**config.mk**
```make
export PLATFORM = sky130hd
export DESIGN_NAME = rsa_ram
export DESIGN_NICKNAME = d
export VERILOG_FILES = /design/src/refcounted_slot_allocator_defines.svh /design/src/rsa_ram.sv
export SDC_FILE = /design/constraint.sdc
export NUM_CORES = 1
export LEC_CHECK = 0
export ABC_AREA = 1
export BUFFER_PORTS_ARGS = -buffer_cell sky130_fd_sc_hd__buf_2
export CAP_MARGIN = 30
export CORE_ASPECT_RATIO = 1.25
export CORE_MARGIN = 1.5
export CORE_UTILIZATION = 30
export DETAILED_ROUTE_END_ITERATION = 7
export GPL_TIMING_DRIVEN = 0
export SLEW_MARGIN = 20
export SYNTH_ARGS = -nofsm -noshare
export SYNTH_HDL_FRONTEND = slang
export SYNTH_SLANG_ARGS = --single-unit
```
**constraint.sdc**
```tcl
create_clock -name i_clk -period 4.8 [get_ports i_clk]
set_input_delay 0.72 -clock i_clk [delete_from_list [all_inputs] [get_ports i_clk]]
set_output_delay 0.72 -clock i_clk [all_outputs]
set_load 0.05 [all_outputs]
```
**src/refcounted_slot_allocator_defines.svh**
```systemverilog
// ------------------------------------------------------------------------
// refcounted_slot_allocator_defines.svh
// assertion macros of the slot allocator, included by refcounted_slot_allocator.sv
// ------------------------------------------------------------------------
`ifndef REFCOUNTED_SLOT_ALLOCATOR_DEFINES_SVH
`define REFCOUNTED_SLOT_ALLOCATOR_DEFINES_SVH

// consequent must hold in the same cycle as the antecedent
`define RSA_ASSERT_NOW(lbl, clk, rst_n, ante, cons, msg) \
    lbl: assert property (@(posedge clk) disable iff (!rst_n) (ante) |-> (cons)) \
        else $error(msg);

// consequent must hold in the cycle after the antecedent
`define RSA_ASSERT_NEXT(lbl, clk, rst_n, ante, cons, msg) \
    lbl: assert property (@(posedge clk) disable iff (!rst_n) (ante) |=> (cons)) \
        else $error(msg);

`endif

```
**src/rsa_ram.sv**
```systemverilog
// ------------------------------------------------------------------------
// rsa_ram
// generic single-write, single-read ram with registered read data
// ------------------------------------------------------------------------
module rsa_ram #(
    parameter int unsigned WIDTH = 32,
    parameter int unsigned DEPTH = 32,
    localparam int unsigned AW   = (DEPTH > 1) ? $clog2(DEPTH) : 1
) (
    input  logic             i_clk,
    input  logic             i_we,
    input  logic [AW-1:0]    i_waddr,
    input  logic [WIDTH-1:0] i_wdata,
    input  logic             i_re,
    input  logic [AW-1:0]    i_raddr,
    output logic [WIDTH-1:0] o_rdata
);

    logic [WIDTH-1:0] r_mem [DEPTH];
    logic [WIDTH-1:0] r_rdata;

    always_ff @(posedge i_clk) begin
        if (i_we) begin
            r_mem[i_waddr] <= i_wdata;
        end
        // read data holds while no read is issued
        if (i_re) begin
            r_rdata <= r_mem[i_raddr];
        end
    end

    assign o_rdata = r_rdata;

endmodule

```
== Word level (Yosys, flattened, before mapping) ==
Memories as Yosys holds them, arrays and structs flattened. A register that Yosys moved wholly into a read port is not among the register bits.
Index checks and enable logic that the tools add are counted.

* Muxes and demuxes: 2

{| class="wikitable"
|+ Operators by type and width
! cell !! count
|-
| two-way mux 1 bit || 2
|}

* Bits of input ports: 45
* Output and inout port bits: 32
* RAM bits: 1024
* Memories kept: 1
* Word-level logic and storage cells: 3
* Bits in registers: 0

{| class="wikitable"
|+ Memories
! name !! depth !! width !! read ports !! clocked after memory_dff !! wr ports !! line !! text
|-
| r_mem || 32 || 32 || 1 || 1 || 1 || rsa_ram.sv:19 || <nowiki>logic [WIDTH-1:0] r_mem [DEPTH];</nowiki>
|}

== Depth between registers and ports, before layout ==
Gate-level depths: netlist of run 1.

* Depth in word-level cells: 2
* Depth in mapped cells: 12

== Worst setup path after synthesis of run 1 ==
OpenSTA, ideal clock, no wires.

* Kind: input port to flip-flop
* From: input i_waddr[0]
* To: memory r_mem[0][0] (enable)
* Data arrival time: 2.375 ns
* Cell stages on the path: 3
* Path buffers: 0
* Path slack: 2.004 ns
* Path through: inv_1 > nand3_1 > nor2_1

{| class="wikitable"
|+ RTL lines
! what !! line !! text
|-
| start, declared || rsa_ram.sv:12 || <nowiki>input logic [AW-1:0] i_waddr,</nowiki>
|-
| end, declared || rsa_ram.sv:19 ||
|}

No word-level cell before the write port.

==> results of run 1 <==
## power by group through the flow
stage	Sequential, mW	Combinational [mW]	Clock, mW
floorplan	10.6	0.706	0
global placement	10.5	1.43	0
detailed placement	10.5	1.48	0
CTS	10.3	1.48	8.39
global route	10.3	1.59	8.73
finish	10.3	1.49	8.31
## placed cells by master, fill, tap and decap left out, drive strengths merged
master	instances
diode	6
nand2	1440
nor2	32
nand3	780
inv	14
bufinv	18
clkinv	38
clkinvlp	6
clkbuf	141
buf	305
edfxtp	1056
## cells by family (layout without fill, tap and decap cells)
group                  after synthesis  count (layout)  synth area share, %
other                                0               6                    0
AND/OR/NAND/NOR                   2252            2252                 22.1
flip-flops                        1056            1056                 74.2
buffers and inverters              228             522                 3.71
## flip-flops by register name, summed over array words and instances, names as in the netlist
register  count
o_rdata      32
r_mem      1024
## metrics by stage
| step | area [sq um] | hold WS [ns] | util (%) |
|---|---|---|---|
| finish | 49900 | 0.422 | 35.3 |
| global route | 49900 | 0.421 | 35.3 |
| CTS | 49900 | 0.388 | 35.3 |
| detailed placement | 46500 | 0.841 | 32.9 |
| global placement | 45400 | 0.839 | 32.2 |
| floorplan | 42700 | 0.764 | - |
## layer usage
layer / vias to the layer above / track usage (%)
met4: 20 / 8.84
met2: 1231 / 32.5
met5: - / 0
li1: 12800 / -
met1: 13700 / 20.3
met3: 295 / 3.11
## cell type report
type	instances	share of cell area [%]
flip-flops and latches	1056	63.5
diodes	6	0.0301
well taps	1872	4.69
plain buffers	218	3.09
clock inverters	66	1.58
multi-input cells	2252	19.4
repair buffers	111	2.42
inverters	10	0.0903
clock buffers	117	5.18
## worst register-to-register path: stages, from the launching register on
cell and delay (ns):
edfxtp_1 0.37, nand2_1 0.07, nand3_1 0.09, nand3_1 0.12, nand2_1 0.13, nand2_1 0.08
nand2_1 0.08, nand2_1 0.18, nand2_1 0.16
## worst paths after layout
kind	to	depth (start not counted)
max	o_rdata[11]	7
min	o_rdata[19]	1
max reg2reg	o_rdata[12]	8
min reg2reg	o_rdata[30]	8
==> summary.md, run 1 <==
| Metric | Value |
|---|---|
| Worst setup path class | `input pin to register` |
| Share of layout cells above drive strength 1 | `12.3%` |
| Ys Warns | `0` |
| Fin. Hold Viols | `0` |
| R2R Setup Slk | `3.24 ns` |
| Placed insts | `5519` |
| Setup Skew | `0.0239 ns` |
| Worst Setup SP | `i_raddr[3]` |
| Pre-CTS setup slack | `1.74 ns` |
| GRT overflow | `0` |
| Worst VDD drop | `0.287 mV` |
| CP cell instances | `buf_2 -> clkbuf_1 -> clkbuf_1 -> nand2_1 -> nand2_1 -> nand2_1 -> nand2_1` |
| IO buf count | `73` |
| GPL Wtd Cong | `0.873` |
| Post-synth EDFFs | `1056` |
| Largest net degree at the start of global routing | `33` |
| Worst-Skew Late Latency | `0.72 ns` |
| Clock net sink count | `1056` |
| Period minus WS final | `2.41 ns` |
| P&R area growth vs syn | `16.8%` |
| Average size of a mapped cell | `12.1 sq um` |
| Met1 wire length | `48100 um` |
| I/O Pins | `77` |
| Pre-antenna DRT Iters | `7` |
| Met2 WL | `68200 um` |
| Sequential cell area fraction in the yosys report | `74.2%` |
| Area of the core | `0.141 sq mm` |
| CTS Hold Buffers Added | `0` |
| Setup TNS Final | `0 ns` |
| Fmax | `0.416 GHz` |
| Post-Synthesis Net Count | `3581` |
| Startpoint type of the worst setup path | `input pin` |
| Longest Clk Path Bufs | `3` |
| Async SR Flop Fraction | `0%` |
| Max_cap viols | `0` |
| Seq. cell area | `0.0317 sq mm` |
| Final period util | `50.1%` |
| Most instantiated library cell after synthesis | `nand2_1` |
| Sequential fraction of design power | `51.3%` |
| TritonCTS clock tree | `done` |
| Chip width | `341 um` |
| Most used cell along the critical path | `nand2_1` |
| Status | `completed` |
| Via/cell ratio | `4.92` |
| Cell Count, Final, Fillers Out | `5708` |
| Yosys reg bits | `1056` |
| Root buf cell | `clkbuf_16` |
| Die area | `0.145 sq mm` |
| Resized Gates After CTS | `0` |
| Worst-path maximum fanout | `10` |
| Synth Flop Type | `edfxtp_1` |
| Syn Std Cell Area | `0.0427 sq mm` |
| Vias in the first global route | `27100` |
| Least-Margin Pin Slew | `1.02 ns` |
| RSZ-0062 raised after global routing | `false` |
| Initial Util | `30.3%` |
| Max incr delay on CP | `0.70 ns` |
| Pleak | `18.0 nW` |
| Final wirelength | `133000 um` |
| Die Ht | `425 um` |
| Final WS setup | `2.39 ns` |
| GRT Total Usage | `18.0%` |
| TritonCTS Buffers | `97` |
| Num rows | `154` |
| Synth cell types | `13` |
| Area contributors post-synth | `edfxtp_1 74%, nand2_1 13%, nand3_1 9.1%, buf_6 1.7%, buf_2 0.97%` |
| Synth Instances | `3536` |
| Int Pwr | `15.5 mW` |
| Worst-path clk slew | `0.07 ns` |
| Final setup viols | `0` |
| DRC | `0` |
| H-tree Lvls | `3` |
| Synth area leader | `edfxtp_1` |
| PwrDens | `403 mW/mm^2` |
| WP buf/inv | `3` |
| Antenna violations before repair | `14` |
| Setup Fix Bufs, Post-CTS | `0` |
| Sw Share | `23.1%` |
| Nets | `3791` |
| Hold WC Path Type | `input pin to register` |
| Max-slew violations | `0` |
| HPWL Detailed | `88900 um` |
| Crit path arrival time | `2.96 ns` |
| Worst EP required | `5.36 ns` |
| Number of fill cells in the layout | `13600` |
| Hold path startpoint | `i_re` |
| R2R Path Start | `r_mem[21][12]` |
| Top Metal Used | `met5` |
| P_sw | `4.65 mW` |
| Drt wl/cell | `23.2 um` |
| Top cells by count, synth | `1440 x nand2_1, 1056 x edfxtp_1, 780 x nand3_1` |
| Initial drt markers | `2932` |
| Vias | `28100` |
| CP top delay family | `buffers and inverters` |
| First-pass GRT wire length | `188000 um` |
| Share of the synthesized area in the top cell type | `74.2%` |
| Slew headroom | `31.7%` |
| DR WL met3 | `9710 um` |
| Footprint of the multi-input gates | `0.00967 sq mm` |
| Clock share of power | `41.3%` |
| Worst setup EP type | `register` |
| Power Total | `20.1 mW` |
| Antenna Nets Post-Route | `0` |
| Critical-path top delay cell | `clkbuf_1` |
| Gate power share | `7.4%` |
No activity file was read; power rests on OpenSTA's default activity.
==> run 2, diff against run 1 <==
Settings changed: ABC_AREA 1 to 0.
Clock period 4.8 ns to 2.4 ns, I/O delays scaled along.
==> summary.md, run 2 <==
| Metric | Value |
|---|---|
| TritonCTS Buffers | `93 (-4.1%)` |
| Initial Util | `30.2% (-0.086 points)` |
| Share of layout cells above drive strength 1 | `13.8% (+1.6 points)` |
| Worst setup EP type | `register` |
| Top cells by count, synth | `1056 x edfxtp_1, 512 x mux2i_1, 98 x nand2_1, 98 x nand3_1` |
| Commonest non-fill, non-tap cell in the layout | `edfxtp_1` |
| Sequential fraction of design power | `55.7% (+4.4 points)` |
| Crit path arrival time | `2.57 ns (-0.39 ns)` |
| Ys Warns | `0 (unchanged)` |
| Antenna violations before repair | `17 (+3)` |
| Die Ht | `415 um (-2.3%)` |
| Final wirelength | `102000 um (-23%)` |
| Pleak | `16.1 nW (-11%)` |
| Most flops, register | `r_mem` |
| Fin. Hold Viols | `0 (unchanged)` |
| Status | `completed` |
| Antenna Nets Post-Route | `0 (unchanged)` |
| Max_cap viols | `0 (unchanged)` |
| Area of the core | `0.135 sq mm (-4.2%)` |
| Area after DPL | `0.0446 sq mm (-4.2%)` |
| Pre-antenna DRT Iters | `5 (-2)` |
| P&R area growth vs syn | `16.1%` |
| Least-Margin Pin Slew | `0.993 ns (-0.0320 ns)` |
| Clock share of power | `38.2% (-3.1 points)` |
| Area contributors post-synth | `edfxtp_1 78%, mux2i_1 13%, a22oi_1 1.8%, a22o_1 1.4%, nand3_1 1.2%` |
| CP cell instances | `buf_2 -> nor2_1 -> buf_2 -> clkbuf_1 -> a22o_1 -> nor3_1 -> a31oi_1 -> nand3_1` |
| Clock net sink count | `1056 (unchanged)` |
| I/O Pins | `77 (unchanged)` |
| P_sw | `8.12 mW (+75%)` |
| Syn Std Cell Area | `0.0408 sq mm (-4.5%)` |
| Setup Fix Bufs, Post-CTS | `0 (unchanged)` |
| Worst setup path class | `input pin to register` |
| Longest Clk Path Bufs | `3 (unchanged)` |
| IO buf count | `75 (+2.7%)` |
| HPWL Detailed | `68500 um (-23%)` |
| Worst EP required | `2.75 ns (-2.61 ns)` |
| Synth Flop Type | `edfxtp_1` |
| Startpoint type of the worst setup path | `input pin` |
| Int Pwr | `28.9 mW (+87%)` |
| Root buf cell | `clkbuf_16` |
| Setup Skew | `0.0258 ns (+0.00193 ns)` |
| Vias | `20800 (-26%)` |
| WP buf/inv | `3 (unchanged)` |
| GRT overflow | `0 (unchanged)` |
| H-tree Lvls | `3 (unchanged)` |
| Max incr delay on CP | `0.51 ns (-0.19 ns)` |
| Post-synth EDFFs | `1056 (unchanged)` |
| CTS Hold Buffers Added | `0 (unchanged)` |
| TritonCTS clock tree | `done` |
| Drt wl/cell | `23.6 um (+1.6%)` |
| Async SR Flop Fraction | `0% (unchanged)` |
| PwrDens | `782 mW/mm^2 (+94%)` |
| Worst-Skew Late Latency | `0.68 ns (-0.04 ns)` |
| Slew headroom | `33.6% (+1.9 points)` |
| GPL Wtd Cong | `0.802 (-8.2%)` |
| Design Area, Final | `0.0474 sq mm (-5.1%)` |
| Nets | `2515 (-34%)` |
| First-pass GRT wire length | `146000 um (-22%)` |
| Worst VDD drop | `0.602 mV (+110%)` |
| Synth cell types | `24 (+11)` |
| Final setup viols | `0 (unchanged)` |
| Via/cell ratio | `4.82 (-1.9%)` |
| GRT Total Usage | `14.5% (-3.5 points)` |
| Fmax | `0.451 GHz` |
| Initial drt markers | `1660 (-43%)` |
| Num rows | `151 (-1.9%)` |
| Die area | `0.138 sq mm (-4.5%)` |
| Post-Synthesis Net Count | `2305 (-36%)` |
| DRC | `0 (unchanged)` |
| Chip width | `333 um (-2.3%)` |
| Vias in the first global route | `21200 (-22%)` |
| Sw Share | `21.9% (-1.2 points)` |
| Sequential cell area fraction in the yosys report | `77.7% (+3.5 points)` |
| Synth area leader | `edfxtp_1` |
| CP top delay family | `buffers and inverters` |
| Critical-path top delay cell | `clkbuf_1` |
| Share of the synthesized area in the top cell type | `77.7% (+3.5 points)` |
| RSZ-0062 raised after global routing | `false` |
| Yosys reg bits | `1056 (unchanged)` |
| Max reg flops | `1024 (unchanged)` |
| Most used cell along the critical path | `buf_2` |
| Worst-path clk slew | `0.06 ns (about the same)` |
| Hold WC Path Type | `input pin to register` |
| Final period util | `92.4%` |
| Hold WS | `0.122 ns (-0.300 ns)` |
| Largest net degree at the start of global routing | `33 (unchanged)` |
| Resized Gates After CTS | `0 (unchanged)` |
| Period minus WS final | `2.22 ns` |
| Worst-path maximum fanout | `10 (unchanged)` |
| Average size of a mapped cell | `18.1 sq um (+49%)` |
| Most frequent cells in the layout | `1056 x edfxtp_1, 512 x mux2i_1, 101 x buf_2` |
| Max-slew violations | `0 (unchanged)` |
| Most instantiated library cell after synthesis | `edfxtp_1` |
| Gate power share | `6.1% (-1.3 points)` |
| Synth Instances | `2260 (-36%)` |
-- run 2: layout make-up --
cell class | count | area (sq um)
fill | 12700 | 87900
sequential | 1056 | 31700
multi-input combinational | 1077 | 8580
clock buffer | 117 | 2460
tap | 1759 | 2200
timing repair buffer | 115 | 1330
buffer | 127 | 753
clock inverter | 47 | 345
antenna | 4 | 10.0
-- run 2: per-stage QoR --
| step | worst slack (ns) | setup TNS, ns | util, % | std cells | power, mW |
|---|---|---|---|---|---|
| 2_1_floorplan | -0.394 | -159.39 | - | 2260 | 22.3 |
| 3_3_place_gp | -2.24 | -1678.89 | 32.1 | 4094 | 23.2 |
| 3_5_place_dp | -0.495 | -134.82 | 32.9 | 4133 | 23.3 |
| 4_1_cts | 0.259 | 0 | 35.0 | 4297 | 37.4 |
| 5_1_grt | 0.112 | 0 | 35.0 | 4299 | 38.1 |
| 6_report | 0.183 | 0 | 35.0 | 4302 | 37.0 |
-- run 2: kinds of logic after synthesis --
kind of cell,after synthesis,synth area share (%)
flip-flops,1056,77.7
multiplexers,512,12.6
AO/OA/AOI/OAI,288,4.81
AND/OR/NAND/NOR,277,3.08
buffers and inverters,127,1.85
-- run 2: final timing paths --
path            startpoint     endpoint  slack [ns]  cells after the start
min                   i_re  o_rdata[27]        0.12                      1
max             i_raddr[1]  o_rdata[12]        0.18                      8
min reg2reg  r_mem[10][29]  o_rdata[29]        0.71                      4
max reg2reg   r_mem[5][12]  o_rdata[12]        0.49                      5
-- run 2: routing by layer --
layer	track usage [%]	vias up	routed length, um
li1	-	9423	-
met3	2.30	141	5220
met4	4.65	20	2360
met5	0	-	100
met2	26.9	549	54400
met1	17.0	10600	39600
-- run 2: power groups by stage --
stage               Clock, mW  Sequential, mW  Combinational, mW
detailed placement          0            21.0               2.27
global placement            0            21.0               2.18
floorplan                   0            21.2               1.06
finish                   14.2            20.6               2.25
CTS                      14.4            20.6               2.28
global route             15.1            20.6               2.40
